## config.mk

```make
export PLATFORM = sky130hd
export DESIGN_NAME = ascii_decimal_calculator_unit
export DESIGN_NICKNAME = d
export VERILOG_FILES = /design/src/rtl/core/adc_pkg.sv /design/src/rtl/core/adc_ctrl.sv /design/src/rtl/core/adc_dpath.sv /design/src/rtl/core/ascii_decimal_calculator_unit.sv
export SDC_FILE = /design/constraint.sdc
export NUM_CORES = 2
export LEC_CHECK = 0
export BUFFER_PORTS_ARGS = -buffer_cell sky130_fd_sc_hd__buf_4
export CAP_MARGIN = 5
export CORE_MARGIN = 8
export CORE_UTILIZATION = 30
export DETAILED_ROUTE_END_ITERATION = 10
export GPL_ROUTABILITY_DRIVEN = 1
export SYNTH_ARGS = -nofsm -noshare
export SYNTH_HDL_FRONTEND = slang
export SYNTH_SLANG_ARGS = --single-unit
```

## constraint.sdc

```tcl
create_clock -name i_clk -period 14 [get_ports i_clk]
set_clock_uncertainty 0.05 [all_clocks]
set_input_delay 1.4 -clock i_clk [delete_from_list [all_inputs] [get_ports i_clk]]
set_output_delay 1.4 -clock i_clk [all_outputs]
set_load 0.02 [all_outputs]
```

## src/rtl/core/adc_pkg.sv

```systemverilog
// shared types and constants of the ascii decimal calculator
// no dependencies; imported by the controller, the datapath and the top level
package adc_pkg;

    localparam int VALUE_BITS  = 47;
    localparam int RESULT_BITS = 48;
    localparam int DIVSR_BITS  = 50;   // holds ten to the fifteenth

    localparam logic [7:0] CH_NUL   = 8'h00;
    localparam logic [7:0] CH_PLUS  = 8'h2B;
    localparam logic [7:0] CH_MINUS = 8'h2D;
    localparam logic [7:0] CH_TIMES = 8'h2A;
    localparam logic [7:0] CH_SLASH = 8'h2F;
    localparam logic [7:0] CH_DOT   = 8'h2E;
    localparam logic [7:0] CH_ZERO  = 8'h30;
    localparam logic [7:0] CH_NINE  = 8'h39;

    localparam logic [1:0] OP_ADD = 2'd0;
    localparam logic [1:0] OP_SUB = 2'd1;
    localparam logic [1:0] OP_MUL = 2'd2;
    localparam logic [1:0] OP_DIV = 2'd3;

    localparam logic [2:0] ST_OK    = 3'd0;
    localparam logic [2:0] ST_BAD_A = 3'd1;
    localparam logic [2:0] ST_BAD_B = 3'd2;
    localparam logic [2:0] ST_NO_OP = 3'd3;
    localparam logic [2:0] ST_DIV0  = 3'd4;

    typedef enum logic [2:0] {
        P_A_INT, P_A_FRAC, P_A_SKIP, P_B_INT, P_B_FRAC, P_B_SKIP
    } t_phase;

    typedef enum logic [3:0] {
        S_PARSE, S_LOAD_A, S_RUN_A, S_LOAD_B, S_RUN_B,
        S_DECIDE, S_LOAD_OP, S_RUN_OP, S_OUT
    } t_state;

    typedef struct packed {
        logic parse;
        logic start_a;
        logic start_b;
        logic start_op;
        logic run;
        logic save_a;
        logic save_b;
        logic save_op;
        logic decide;
        logic load_out;
    } t_cmd;

    typedef struct packed {
        logic term;
        logic unit_done;
        logic need_unit;
        logic out_free;
    } t_stat;

    // ten to the power k
    function automatic logic [DIVSR_BITS-1:0] pow10(input logic [3:0] k);
        logic [DIVSR_BITS-1:0] p;
        case (k)
            4'd0:    p = 50'd1;
            4'd1:    p = 50'd10;
            4'd2:    p = 50'd100;
            4'd3:    p = 50'd1000;
            4'd4:    p = 50'd10000;
            4'd5:    p = 50'd100000;
            4'd6:    p = 50'd1000000;
            4'd7:    p = 50'd10000000;
            4'd8:    p = 50'd100000000;
            4'd9:    p = 50'd1000000000;
            4'd10:   p = 50'd10000000000;
            4'd11:   p = 50'd100000000000;
            4'd12:   p = 50'd1000000000000;
            4'd13:   p = 50'd10000000000000;
            4'd14:   p = 50'd100000000000000;
            default: p = 50'd1000000000000000;
        endcase
        return p;
    endfunction

endpackage

```

## src/rtl/core/adc_ctrl.sv

```systemverilog
// sequencing state machine of the calculator
// depends on adc_pkg for the state, command and status types
module adc_ctrl import adc_pkg::*; (
    input  logic  i_clk,
    input  logic  i_rst_n,
    input  logic  i_valid,
    output logic  o_ready,
    input  t_stat i_stat,
    output t_cmd  o_cmd
);

    t_state r_state;
    t_state n_state;

    always_ff @(posedge i_clk) begin
        if (!i_rst_n) begin
            r_state <= S_PARSE;
        end else begin
            r_state <= n_state;
        end
    end

    always_comb begin
        n_state = r_state;
        case (r_state)
            S_PARSE:   if (i_valid && i_stat.term) n_state = S_LOAD_A;
            S_LOAD_A:  n_state = S_RUN_A;
            S_RUN_A:   if (i_stat.unit_done) n_state = S_LOAD_B;
            S_LOAD_B:  n_state = S_RUN_B;
            S_RUN_B:   if (i_stat.unit_done) n_state = S_DECIDE;
            S_DECIDE:  n_state = i_stat.need_unit ? S_LOAD_OP : S_OUT;
            S_LOAD_OP: n_state = S_RUN_OP;
            S_RUN_OP:  if (i_stat.unit_done) n_state = S_OUT;
            S_OUT:     if (i_stat.out_free) n_state = S_PARSE;
            default:   n_state = S_PARSE;
        endcase
    end

    always_comb begin
        o_cmd   = '0;
        o_ready = 1'b0;
        case (r_state)
            S_PARSE: begin
                o_ready     = 1'b1;
                o_cmd.parse = i_valid;
            end
            S_LOAD_A:  o_cmd.start_a = 1'b1;
            S_RUN_A: begin
                o_cmd.run    = 1'b1;
                o_cmd.save_a = i_stat.unit_done;
            end
            S_LOAD_B:  o_cmd.start_b = 1'b1;
            S_RUN_B: begin
                o_cmd.run    = 1'b1;
                o_cmd.save_b = i_stat.unit_done;
            end
            S_DECIDE:  o_cmd.decide = 1'b1;
            S_LOAD_OP: o_cmd.start_op = 1'b1;
            S_RUN_OP: begin
                o_cmd.run     = 1'b1;
                o_cmd.save_op = i_stat.unit_done;
            end
            S_OUT:     o_cmd.load_out = i_stat.out_free;
            default:   o_cmd = '0;
        endcase
    end

endmodule

```

## src/rtl/core/adc_dpath.sv

```systemverilog
// parser registers, shared serial divider and multiplier, output register
// depends on adc_pkg; driven by adc_ctrl through t_cmd and t_stat
module adc_dpath import adc_pkg::*; #(
    parameter int FRAC_BITS       = 16,
    parameter int MANTISSA_BITS   = 48,
    parameter int MAX_FRAC_DIGITS = 15
) (
    input  logic                          i_clk,
    input  logic                          i_rst_n,
    input  logic [7:0]                    i_ch,
    input  t_cmd                          i_cmd,
    output t_stat                         o_stat,
    output logic                          o_valid,
    input  logic                          i_ready,
    output logic signed [RESULT_BITS-1:0] o_result,
    output logic [VALUE_BITS-1:0]         o_first_value,
    output logic [VALUE_BITS-1:0]         o_second_value,
    output logic [1:0]                    o_op_code,
    output logic [2:0]                    o_status
);

    localparam int MB  = MANTISSA_BITS;
    localparam int VB  = VALUE_BITS;
    localparam int DW  = ((MB > VB) ? MB : VB) + FRAC_BITS;
    localparam int DVW = DIVSR_BITS;
    localparam int AW  = 2 * VB;
    localparam int CW  = $clog2(DW + 1);
    localparam logic [VB-1:0] VALUE_MAX = {VB{1'b1}};

    // parse state
    t_phase          r_phase;
    logic [MB-1:0]   r_ma, r_mb;
    logic [3:0]      r_ka, r_kb;
    logic [2:0]      r_op_seen;
    logic [1:0]      r_err;

    // arithmetic unit
    logic [DW-1:0]   r_quot;
    logic [DVW:0]    r_rem;
    logic [DVW-1:0]  r_div;
    logic [AW-1:0]   r_acc;
    logic [VB-1:0]   r_bsh;
    logic            r_is_mul;
    logic [CW-1:0]   r_cnt;
    logic [VB-1:0]   r_a, r_b;
    logic [RESULT_BITS-1:0] r_res;
    logic [2:0]      r_stat;
    logic [1:0]      r_op;

    // output register
    logic            r_o_valid;
    logic [RESULT_BITS-1:0] r_o_res;
    logic [VB-1:0]   r_o_a, r_o_b;
    logic [1:0]      r_o_op;
    logic [2:0]      r_o_stat;

    // character decode
    logic            is_digit, is_op, sel_b, frac, skip_add;
    logic [3:0]      dig;
    logic [1:0]      ch_op;
    logic [MB-1:0]   cur_m, new_m;
    logic [3:0]      cur_k, new_k;
    logic [MB+3:0]   prod;

    always_comb begin
        is_digit = (i_ch >= CH_ZERO) && (i_ch <= CH_NINE);
        dig      = is_digit ? 4'(i_ch - CH_ZERO) : 4'd0;
        is_op    = 1'b1;
        ch_op    = OP_ADD;
        case (i_ch)
            CH_PLUS:  ch_op = OP_ADD;
            CH_MINUS: ch_op = OP_SUB;
            CH_TIMES: ch_op = OP_MUL;
            CH_SLASH: ch_op = OP_DIV;
            default:  is_op = 1'b0;
        endcase
        sel_b    = (r_phase == P_B_INT) || (r_phase == P_B_FRAC) || (r_phase == P_B_SKIP);
        frac     = (r_phase == P_A_FRAC) || (r_phase == P_B_FRAC);
        cur_m    = sel_b ? r_mb : r_ma;
        cur_k    = sel_b ? r_kb : r_ka;
        // times ten as two shifts and an add
        prod     = {cur_m, 3'b000} + {2'b00, cur_m, 1'b0} + (MB+4)'(dig);
        skip_add = frac && (cur_k >= 4'(MAX_FRAC_DIGITS));
        new_m    = cur_m;
        new_k    = cur_k;
        if (!skip_add) begin
            if (|prod[MB+3:MB]) begin
                if (!frac) new_m = {MB{1'b1}};
            end else begin
                new_m = prod[MB-1:0];
                if (frac) new_k = cur_k + 4'd1;
            end
        end
    end

    // decision values
    logic [1:0]             op_code;
    logic [2:0]             n_stat;
    logic [RESULT_BITS-1:0] n_res;
    logic [RESULT_BITS-1:0] sum, dif;

    always_comb begin
        op_code = (r_op_seen == 3'd0) ? OP_ADD : 2'(r_op_seen - 3'd1);
        if (r_err[0])                          n_stat = ST_BAD_A;
        else if (r_err[1])                     n_stat = ST_BAD_B;
        else if (r_op_seen == 3'd0)            n_stat = ST_NO_OP;
        else if (op_code == OP_DIV && r_b == '0) n_stat = ST_DIV0;
        else                                   n_stat = ST_OK;
        sum = {1'b0, r_a} + {1'b0, r_b};
        dif = {1'b0, r_a} - {1'b0, r_b};
        n_res = '0;
        if (n_stat == ST_OK) begin
            case (op_code)
                OP_ADD:  n_res = sum[VB] ? {1'b0, VALUE_MAX} : sum;
                OP_SUB:  n_res = dif;
                default: n_res = '0;
            endcase
        end
    end

    // serial divider step and saturation
    logic [DVW:0]  rem_sh;
    logic          ge;
    logic [VB-1:0] quot_sat, mul_sat;

    always_comb begin
        rem_sh   = {r_rem[DVW-1:0], r_quot[DW-1]};
        ge       = rem_sh >= {1'b0, r_div};
        quot_sat = (|r_quot[DW-1:VB]) ? VALUE_MAX : r_quot[VB-1:0];
        mul_sat  = (|r_acc[AW-1:VB+FRAC_BITS]) ? VALUE_MAX : r_acc[VB+FRAC_BITS-1:FRAC_BITS];
    end

    always_ff @(posedge i_clk) begin
        if (!i_rst_n) begin
            r_phase   <= P_A_INT;
            r_ma      <= '0;
            r_mb      <= '0;
            r_ka      <= '0;
            r_kb      <= '0;
            r_op_seen <= '0;
            r_err     <= '0;
            r_cnt     <= '0;
            r_o_valid <= 1'b0;
        end else begin
            if (i_cmd.parse && i_ch != CH_NUL) begin
                if (!sel_b && is_op) begin
                    r_op_seen <= {1'b0, ch_op} + 3'd1;
                    r_phase   <= P_B_INT;
                end else if (r_phase == P_A_INT || r_phase == P_B_INT) begin
                    if (is_digit) begin
                        if (sel_b) r_mb <= new_m; else r_ma <= new_m;
                    end else if (i_ch == CH_DOT) begin
                        r_phase <= sel_b ? P_B_FRAC : P_A_FRAC;
                    end else begin
                        r_err   <= r_err | (sel_b ? 2'b10 : 2'b01);
                        r_phase <= sel_b ? P_B_SKIP : P_A_SKIP;
                    end
                end else if (frac) begin
                    if (is_digit) begin
                        if (sel_b) begin
                            r_mb <= new_m;
                            r_kb <= new_k;
                        end else begin
                            r_ma <= new_m;
                            r_ka <= new_k;
                        end
                    end else begin
                        r_phase <= sel_b ? P_B_SKIP : P_A_SKIP;
                    end
                end
            end
            if (i_cmd.start_a || i_cmd.start_b || i_cmd.start_op) begin
                r_cnt <= (i_cmd.start_op && op_code == OP_MUL) ? CW'(VB) : CW'(DW);
            end else if (i_cmd.run && r_cnt != '0) begin
                r_cnt <= r_cnt - CW'(1);
            end
            if (i_cmd.load_out) begin
                r_o_valid <= 1'b1;
                r_phase   <= P_A_INT;
                r_ma      <= '0;
                r_mb      <= '0;
                r_ka      <= '0;
                r_kb      <= '0;
                r_op_seen <= '0;
                r_err     <= '0;
            end else if (i_ready) begin
                r_o_valid <= 1'b0;
            end
        end
    end

    // arithmetic payload, no reset
    always_ff @(posedge i_clk) begin
        if (i_cmd.start_a || i_cmd.start_b) begin
            r_quot   <= DW'({(i_cmd.start_b ? r_mb : r_ma), {FRAC_BITS{1'b0}}});
            r_div    <= pow10(i_cmd.start_b ? r_kb : r_ka);
            r_rem    <= '0;
            r_is_mul <= 1'b0;
        end else if (i_cmd.start_op) begin
            r_quot   <= DW'({r_a, {FRAC_BITS{1'b0}}});
            r_div    <= DVW'(r_b);
            r_rem    <= '0;
            r_acc    <= '0;
            r_bsh    <= r_b;
            r_is_mul <= (op_code == OP_MUL);
        end else if (i_cmd.run && r_cnt != '0) begin
            if (r_is_mul) begin
                r_acc <= {r_acc[AW-2:0], 1'b0} + (r_bsh[VB-1] ? AW'(r_a) : AW'(0));
                r_bsh <= {r_bsh[VB-2:0], 1'b0};
            end else begin
                r_rem  <= ge ? (rem_sh - {1'b0, r_div}) : rem_sh;
                r_quot <= {r_quot[DW-2:0], ge};
            end
        end
        if (i_cmd.save_a) r_a <= quot_sat;
        if (i_cmd.save_b) r_b <= quot_sat;
        if (i_cmd.decide) begin
            r_res  <= n_res;
            r_stat <= n_stat;
            r_op   <= op_code;
        end
        if (i_cmd.save_op) r_res <= {1'b0, (r_is_mul ? mul_sat : quot_sat)};
        if (i_cmd.load_out) begin
            r_o_res  <= r_res;
            r_o_a    <= r_a;
            r_o_b    <= r_b;
            r_o_op   <= r_op;
            r_o_stat <= r_stat;
        end
    end

    always_comb begin
        o_stat.term      = (i_ch == CH_NUL);
        o_stat.unit_done = (r_cnt == '0);
        o_stat.need_unit = (n_stat == ST_OK) && (op_code == OP_MUL || op_code == OP_DIV);
        o_stat.out_free  = !r_o_valid || i_ready;
    end

    assign o_valid        = r_o_valid;
    assign o_result       = r_o_res;
    assign o_first_value  = r_o_a;
    assign o_second_value = r_o_b;
    assign o_op_code      = r_o_op;
    assign o_status       = r_o_stat;

endmodule

```

## src/rtl/core/ascii_decimal_calculator_unit.sv

```systemverilog
// top level of the ascii decimal calculator: controller plus datapath
// depends on adc_pkg, adc_ctrl and adc_dpath
//
// Takes an expression "A op B" one ASCII character per beat, ended by a zero
// byte, and gives one result beat per expression: both operands and A op B in
// fixed point with FRAC_BITS fraction bits, truncated and saturated, plus the
// operator code and a status. Every non-terminator character is taken as soon
// as it is offered. The terminator starts the evaluation, during which no
// character is taken: each operand is loaded and then goes through a
// one-bit-a-cycle restoring divider that scales it by its power of ten, then
// times uses a one-bit-a-cycle shift-add multiplier and divide runs the same
// divider again. The result register lets the next expression be read while a
// result waits.
module ascii_decimal_calculator_unit import adc_pkg::*; #(
    parameter int FRAC_BITS       = 16,
    parameter int MANTISSA_BITS   = 48,
    parameter int MAX_FRAC_DIGITS = 15
) (
    input  logic                          i_clk,
    input  logic                          i_rst_n,
    // character channel
    input  logic                          i_valid,
    output logic                          o_ready,
    input  logic [7:0]                    i_ch,
    // result channel
    output logic                          o_valid,
    input  logic                          i_ready,
    output logic signed [RESULT_BITS-1:0] o_result,
    output logic [VALUE_BITS-1:0]         o_first_value,
    output logic [VALUE_BITS-1:0]         o_second_value,
    output logic [1:0]                    o_op_code,
    output logic [2:0]                    o_status
);

    t_cmd  cmd;
    t_stat stat;

    // sequencing: parse, scale a, scale b, decide, optional mul or div, output
    adc_ctrl u_ctrl (
        .i_clk   (i_clk),
        .i_rst_n (i_rst_n),
        .i_valid (i_valid),
        .o_ready (o_ready),
        .i_stat  (stat),
        .o_cmd   (cmd)
    );

    // parser registers, serial arithmetic and the result register
    adc_dpath #(
        .FRAC_BITS       (FRAC_BITS),
        .MANTISSA_BITS   (MANTISSA_BITS),
        .MAX_FRAC_DIGITS (MAX_FRAC_DIGITS)
    ) u_dpath (
        .i_clk          (i_clk),
        .i_rst_n        (i_rst_n),
        .i_ch           (i_ch),
        .i_cmd          (cmd),
        .o_stat         (stat),
        .o_valid        (o_valid),
        .i_ready        (i_ready),
        .o_result       (o_result),
        .o_first_value  (o_first_value),
        .o_second_value (o_second_value),
        .o_op_code      (o_op_code),
        .o_status       (o_status)
    );

endmodule
```

* After elaboration in Yosys (flattened, before gate mapping)
Memory sizes are Yosys's and may differ from the RTL's. Cells that the tools add are included.
Word-level totals: memories 1, output and inout bits 149, bits of input ports 12, register bits after elaboration 724, word-level logic and storage cells 213, memory bits (read-only) 784
Cells by class: add/subtract/negate cells 11, equality and inequality tests 27, bitwise logic cells 9, reduce and logical (&&, ||, !) cells 55, order comparisons 4, multiplexer cells 78
Memories:
- (no name shown) | words 16, width 49, rd ports 1, clocked after memory_dff 0, write ports 0, line adc_pkg.sv:61 | case (k)
Operator list (count):
- $mux 48 | 14
- $mux 47 | 10
- $mux 64 | 4
- $mux 94 | 2
- $mux 50 | 3
- $pmux 48 s2 | 1
- $add 94x94->94 | 1
- $add 51x49->52 | 1
- $add 52x4->52 | 1
- $ge 51x50->1 | 1
- $sub 50x50->50 | 1
- $add 47x47->48 | 1
- $sub 47x47->48 | 1
- $logic_not 47->1 | 1
- $mux 4 | 11
- $eq 8x6->1 const B | 5
- $mux 3 | 12
- $pmux 4 s9 | 1
- $reduce_or 31->1 | 1
- $mux 7 | 3
- $reduce_or 17->1 | 1
- $eq 4x3->1 const B | 4
- $mux 1 | 14
- $reduce_bool 2->1 | 7
- 41 further kinds | 83

* Logic depth before layout (Yosys ltp)
depth after elaboration 13, gate-level depth with buffers 24, mapped depth without buffers 18

* Modules after synthesis
A second synthesis with hierarchy kept.
Unflattened totals: cells, all modules 4789, area total of the unflattened synthesis 45818.9 um^2
By module, submodules not included:
- adc_dpath | sequential area each 19678.9 um^2, instances 1, cells each 4735, area an instance 45407.3 um^2
- adc_ctrl | sequential area each 80.1 um^2, instances 1, cells each 54, area an instance 411.6 um^2

* Least setup slack after synthesis
No wires, ideal clock.
path kind reg-to-reg, from register u_ctrl.r_state[1], to register u_dpath.r_b[0], enable pin, arrival time 5495 ps, library setup time 568 ps, cell stages (with the launch flop) 5, required time 13382 ps, buffers on the path 3, setup slack 7887 ps, period minus slack after synthesis 6113 ps, path through dfxtp_1 > clkbuf_1 > clkbuf_1 > buf_1 > nor4_1
RTL lines:
- start: declaration | line adc_ctrl.sv:12 | t_state r_state;
- start signal: assignment | line adc_ctrl.sv:19 | r_state <= n_state;
- end signal: assignment | line adc_dpath.sv:216 | if (i_cmd.save_b) r_b <= quot_sat;
- end: declaration | line adc_dpath.sv:45 | logic [VB-1:0] r_a, r_b;

* Worst setup path after layout
from register u_dpath.r_phase[1], to register u_dpath.r_mb[43]
On the way: cells in the longest elaborated chain, start to end 13, elaborated cells on any way between the ends 28, classes of those cells 2 x add/sub; 1 x order compare; 4 x eq/ne; 9 x mux; 1 x bitwise; 11 x reduce/logical
RTL lines:
- start: declaration | line adc_dpath.sv:31 | t_phase r_phase;
- start signal: assignment | line adc_dpath.sv:153 | r_phase <= sel_b ? P_B_FRAC : P_A_FRAC;
- start signal: assignment | line adc_dpath.sv:156 | r_phase <= sel_b ? P_B_SKIP : P_A_SKIP;
- start signal: assignment | line adc_dpath.sv:168 | r_phase <= sel_b ? P_B_SKIP : P_A_SKIP;
- $eq 3x2->1 or $eq 3x3->1 (tied branches) | line adc_dpath.sv:77, adc_dpath.sv:149, adc_dpath.sv:78
- $logic_or 1x1->1 (2 in series) | line adc_dpath.sv:77 | sel_b = (r_phase == P_B_INT) || (r_phase == P_B_FRAC) || (r_phase == P_B_SKIP);
- $mux 48 | line adc_dpath.sv:79 | cur_m = sel_b ? r_mb : r_ma;
- $add 51x49->52 | line adc_dpath.sv:82 | prod = {cur_m, 3'b000} + {2'b00, cur_m, 1'b0} + (MB+4)'(dig);
- $add 52x4->52 | line adc_dpath.sv:82
- $reduce_or 4->1 | line adc_dpath.sv:87 | if (|prod[MB+3:MB]) begin
- $mux 48 | line adc_dpath.sv:87
- $mux 48 | line adc_dpath.sv:86 | if (!skip_add) begin
- $mux 48 | line adc_dpath.sv:151, adc_dpath.sv:160
- $mux 48 | line adc_dpath.sv:150, adc_dpath.sv:159
- $mux 48 | line adc_dpath.sv:158 | end else if (frac) begin
- $mux 48 | line adc_dpath.sv:149 | end else if (r_phase == P_A_INT || r_phase == P_B_INT) begin
- end signal: assignment | line adc_dpath.sv:151 | if (sel_b) r_mb <= new_m; else r_ma <= new_m;
- end signal: assignment | line adc_dpath.sv:161 | r_mb <= new_m;
- end: declaration | line adc_dpath.sv:32 | logic [MB-1:0] r_ma, r_mb;
Parallel ways exist; a longest one is shown, timed or not. The select of a mux whose other input is x is not followed. A chain may end at the register's enable or synchronous reset.

==> metrics.md <==
| Metric | Value |
|---|---|
| Status | finished, final reports clean |
| Net load switching power | 1.863 mW |
| H-Tree Depth | 3 |
| Clock network power share | 38.4% |
| P per Cell Area | 116.4 mW/mm^2 |
| Antenna Nets Post-Route | 0 |
| Layout area overhead | 12.77% |
| TritonCTS Buffers | 86 |
| Min cycle time layout | 7393 ps |
| Main flop type after synthesis | edfxtp_1 |
| Cells after DPL | 6914 |
| Die area | 0.1674 sq mm |
| Final wirelength | 163.9 mm |
| Post-Syn Area | roughly 0.046 sq mm |
| Tot Pwr | between 6 and 7 mW |
| Max Clock Freq | ~140 MHz |
| Layout Nets | 5275 |
| Max FO, Critical Path | 98 |
| Io pins | around 160 |
| Via density | 5.656 |
| Top cell type's share of synthesized area | between 30% and 40% |
| DRC | 0 |
| Final RePlAce weighted congestion | 0.9514 |
| Final Hold Fails | 0 |
| Post-route clock period utilization | 52.80% |
| Sequential element share of the synthesized area | a little over two fifths |
| Worst VDD drop | ~0.11 mV |
| Clk slew on worst S/H paths | 60 ps |
| Max cap viols | 0 |
| Leakage power | 19.96 nW |
| Post-Layout Cell Count | 7073 |
| Initial DRT Pass Iterations | 6 |
| P_int | 4.226 mW |
| Finish-stage setup viols | 0 |
| Post-synthesis average cell area | between 9 and 10 sq um |
| DR WL/cell | around 23 um |
| RSZ-0062 raised after global routing | false |
| Post-synth cell types | 103 |
| Cells after Synth | 4960 |
| Synth Register Bits | around 720 |
| Core area | between 0.15 and 0.2 sq mm |
| Min-delay worst type | flop to flop |
| Clock buffer depth | 3 |
| Largest net degree at the start of global routing | 117 |
| Slew @ Worst Pin | 1175 ps |
| Area after DPL | 0.04940 sq mm |
| Row cnt | 144 |
| Largest cells by area after synthesis | edfxtp_1 34%, dfxtp_1 8.3%, ha_1 8.1% |
| GRT Total Usage | approximately a fifth |
| CP Launch Type | flop |
| Worst endpoint required time | 14510 ps |
| DR vias | 40000 |
| Setup CP Type | flop to flop |
| I/O Buffers | 160 |
| Largest area contributor in the netlist | edfxtp_1 |
| Ys Warns | 0 |
| Gates resized, CTS repair | 0 |
| Flop pwr share | 43.4% |
| First-pass GRT wire length | 243.3 mm |
| Switching Fraction | 30.60% |
| Detailed Place HPWL | 120.8 mm |
| CTS tree | built |
| Vias in the first global route | 38310 |
| CTS root buffer | clkbuf_16 |
| Initial antenna violation count | 15 |
| Critical Path AT | 7900 ps |
| Most frequent cells in the layout | 530 x edfxtp_1, 415 x nand2_1, 380 x o21ai_0 |
| Clock Latency Late Sink | 720 ps |
| Commonest non-fill, non-tap cell in the layout | edfxtp_1 |
| EDFF count, synth | between 500 and 600 |
| Slew headroom | between 20% and 30% |
| Chip Width | 409.2 um |
| Setup Buffers After CTS | 0 |
| Initial Utilization | 30.14% |
| Fin Setup TNS | 0 ps |
| Share of cells above drive strength 1 | 8.793% |
| Util after Layout | 33.99% |
| CTS sink count | about 720 |
| Gr ovfl total | 0 |
| Final Cell Area | 0.05231 sq mm |
| Comb pwr share | a little under a fifth |
| Die height | 409.2 um |
| Post-Syn Nets | 5277 |
| Fin. max-slew vios | 0 |
| Crit end category | flop |
| Number of DRC markers in iteration 0 | around 4100 |
| Hold_buf cts | 0 |
| Async SR Flop Fraction | 0% |
[Yosys cell counts, types with 111 or more instances]
| master | n |
|---|---|
| nand2_1 | 416 |
| mux2i_1 | 126 |
| a21o_1 | 111 |
| a211oi_1 | 123 |
| clkbuf_1 | 231 |
| nor2_1 | 368 |
| nor3_1 | 159 |
| o21ai_0 | 381 |
| ha_1 | 299 |
| inv_1 | 240 |
| xnor2_1 | 118 |
| dfxtp_1 | 192 |
| nand3_1 | 130 |
| a21oi_1 | 342 |
| edfxtp_1 | 530 |
[worst paths after layout]
kind / from / endpoint / slack (ps) / depth (start not counted)
setup / recovery: u_dpath.r_phase[1] / u_dpath.r_mb[43] / 6610 / 20
hold / removal: u_dpath.r_res[45] / u_dpath.o_result[45] / 360 / 0
setup reg to reg: u_dpath.r_phase[1] / u_dpath.r_mb[43] / 6610 / 20
hold reg to reg: u_dpath.r_res[45] / u_dpath.o_result[45] / 360 / 0
[flip-flops by register name (all words and copies together), names as in the netlist, 4 cells and up]
| name | flops |
|---|---|
| u_dpath.r_a | 47 |
| u_dpath.r_res | 48 |
| u_dpath.r_quot | 64 |
| u_dpath.r_ka | 4 |
| u_dpath.r_acc | 94 |
| u_dpath.o_result | 48 |
| u_dpath.r_ma | 48 |
| u_dpath.o_first_value | 47 |
| u_dpath.o_second_value | 47 |
| u_dpath.r_div | 48 |
| u_dpath.r_rem | 50 |
| u_ctrl.r_state | 4 |
| u_dpath.r_bsh | 47 |
| u_dpath.r_cnt | 7 |
| u_dpath.r_b | 47 |
| u_dpath.r_kb | 4 |
| u_dpath.r_mb | 48 |
[critical path, cell delays in order (launching register included)]
cell      delay, ps
dfxtp_1         680
nand3b_4        170
o21ai_4         110
buf_4           760
mux2i_1         370
inv_1           140
fa_1            580
inv_1            70
fa_1            440
nand2b_1        180
a21oi_1         300
o21ai_2         120
nand2_2         140
o2111a_1        300
nor4_2           60
o31ai_1         320
or2_2           180
buf_4           800
and3_1          720
buf_4           470
a211oi_1        140
[kinds of logic after synthesis]
| logic type | count (synthesis) | share of synthesized area [%] |
|---|---|---|
| buffers and inverters | 546 | 4.715 |
| AOI/OAI and AO/OA | 1523 | 21.80 |
| muxes | 136 | 2.986 |
| xor gates and xnor gates | 172 | 3.248 |
| and+or+nand+nor | 1556 | 16.33 |
| adders and majority gates | 305 | 8.325 |
| DFF | 722 | 42.60 |
[layout make-up]
| type | instances | area, sq um |
|---|---|---|
| fillers | 15780 | 101600 |
| repair buffers | 213 | 1612 |
| multi-input cells | 3692 | 24550 |
| well taps | 2044 | 2557 |
| inverters | 243 | 917.1 |
| clock inverters | 50 | 631.9 |
| clock buffers | 107 | 2271 |
| flip-flops and latches | 722 | 19760 |
| diodes | 2 | 5.005 |
[metal layers]
layer | track usage (%) | wire (um) | vias up
met4 | 7.431 | 6588 | 2
met1 | 25.19 | 70350 | 19480
met2 | 30.01 | 74740 | 1675
li1 | - | - | 18540
met5 | 0 | 13 | -
met3 | 2.585 | 12200 | 302
[stage by stage]
stage | hold slack (ps) | setup slack (ps)
after global routing | 371.2 | 6152
after detailed placement | 354.5 | 6726
after CTS | 368.3 | 6707
after global placement | 354.3 | 6749
after floorplan | 350.3 | 7887
final | 356.3 | 6607
[power groups by stage]
stage               clock network (mW)  logic (mW)  registers [mW]
detailed placement                   0        1.09            2.69
floorplan                            0       0.819            2.59
CTS                               2.38        1.10            2.64
finish                            2.34        1.11            2.64
global placement                     0        1.08            2.68
global route                      2.46        1.21            2.66
Note: power is estimated with default switching activity, not from simulation.
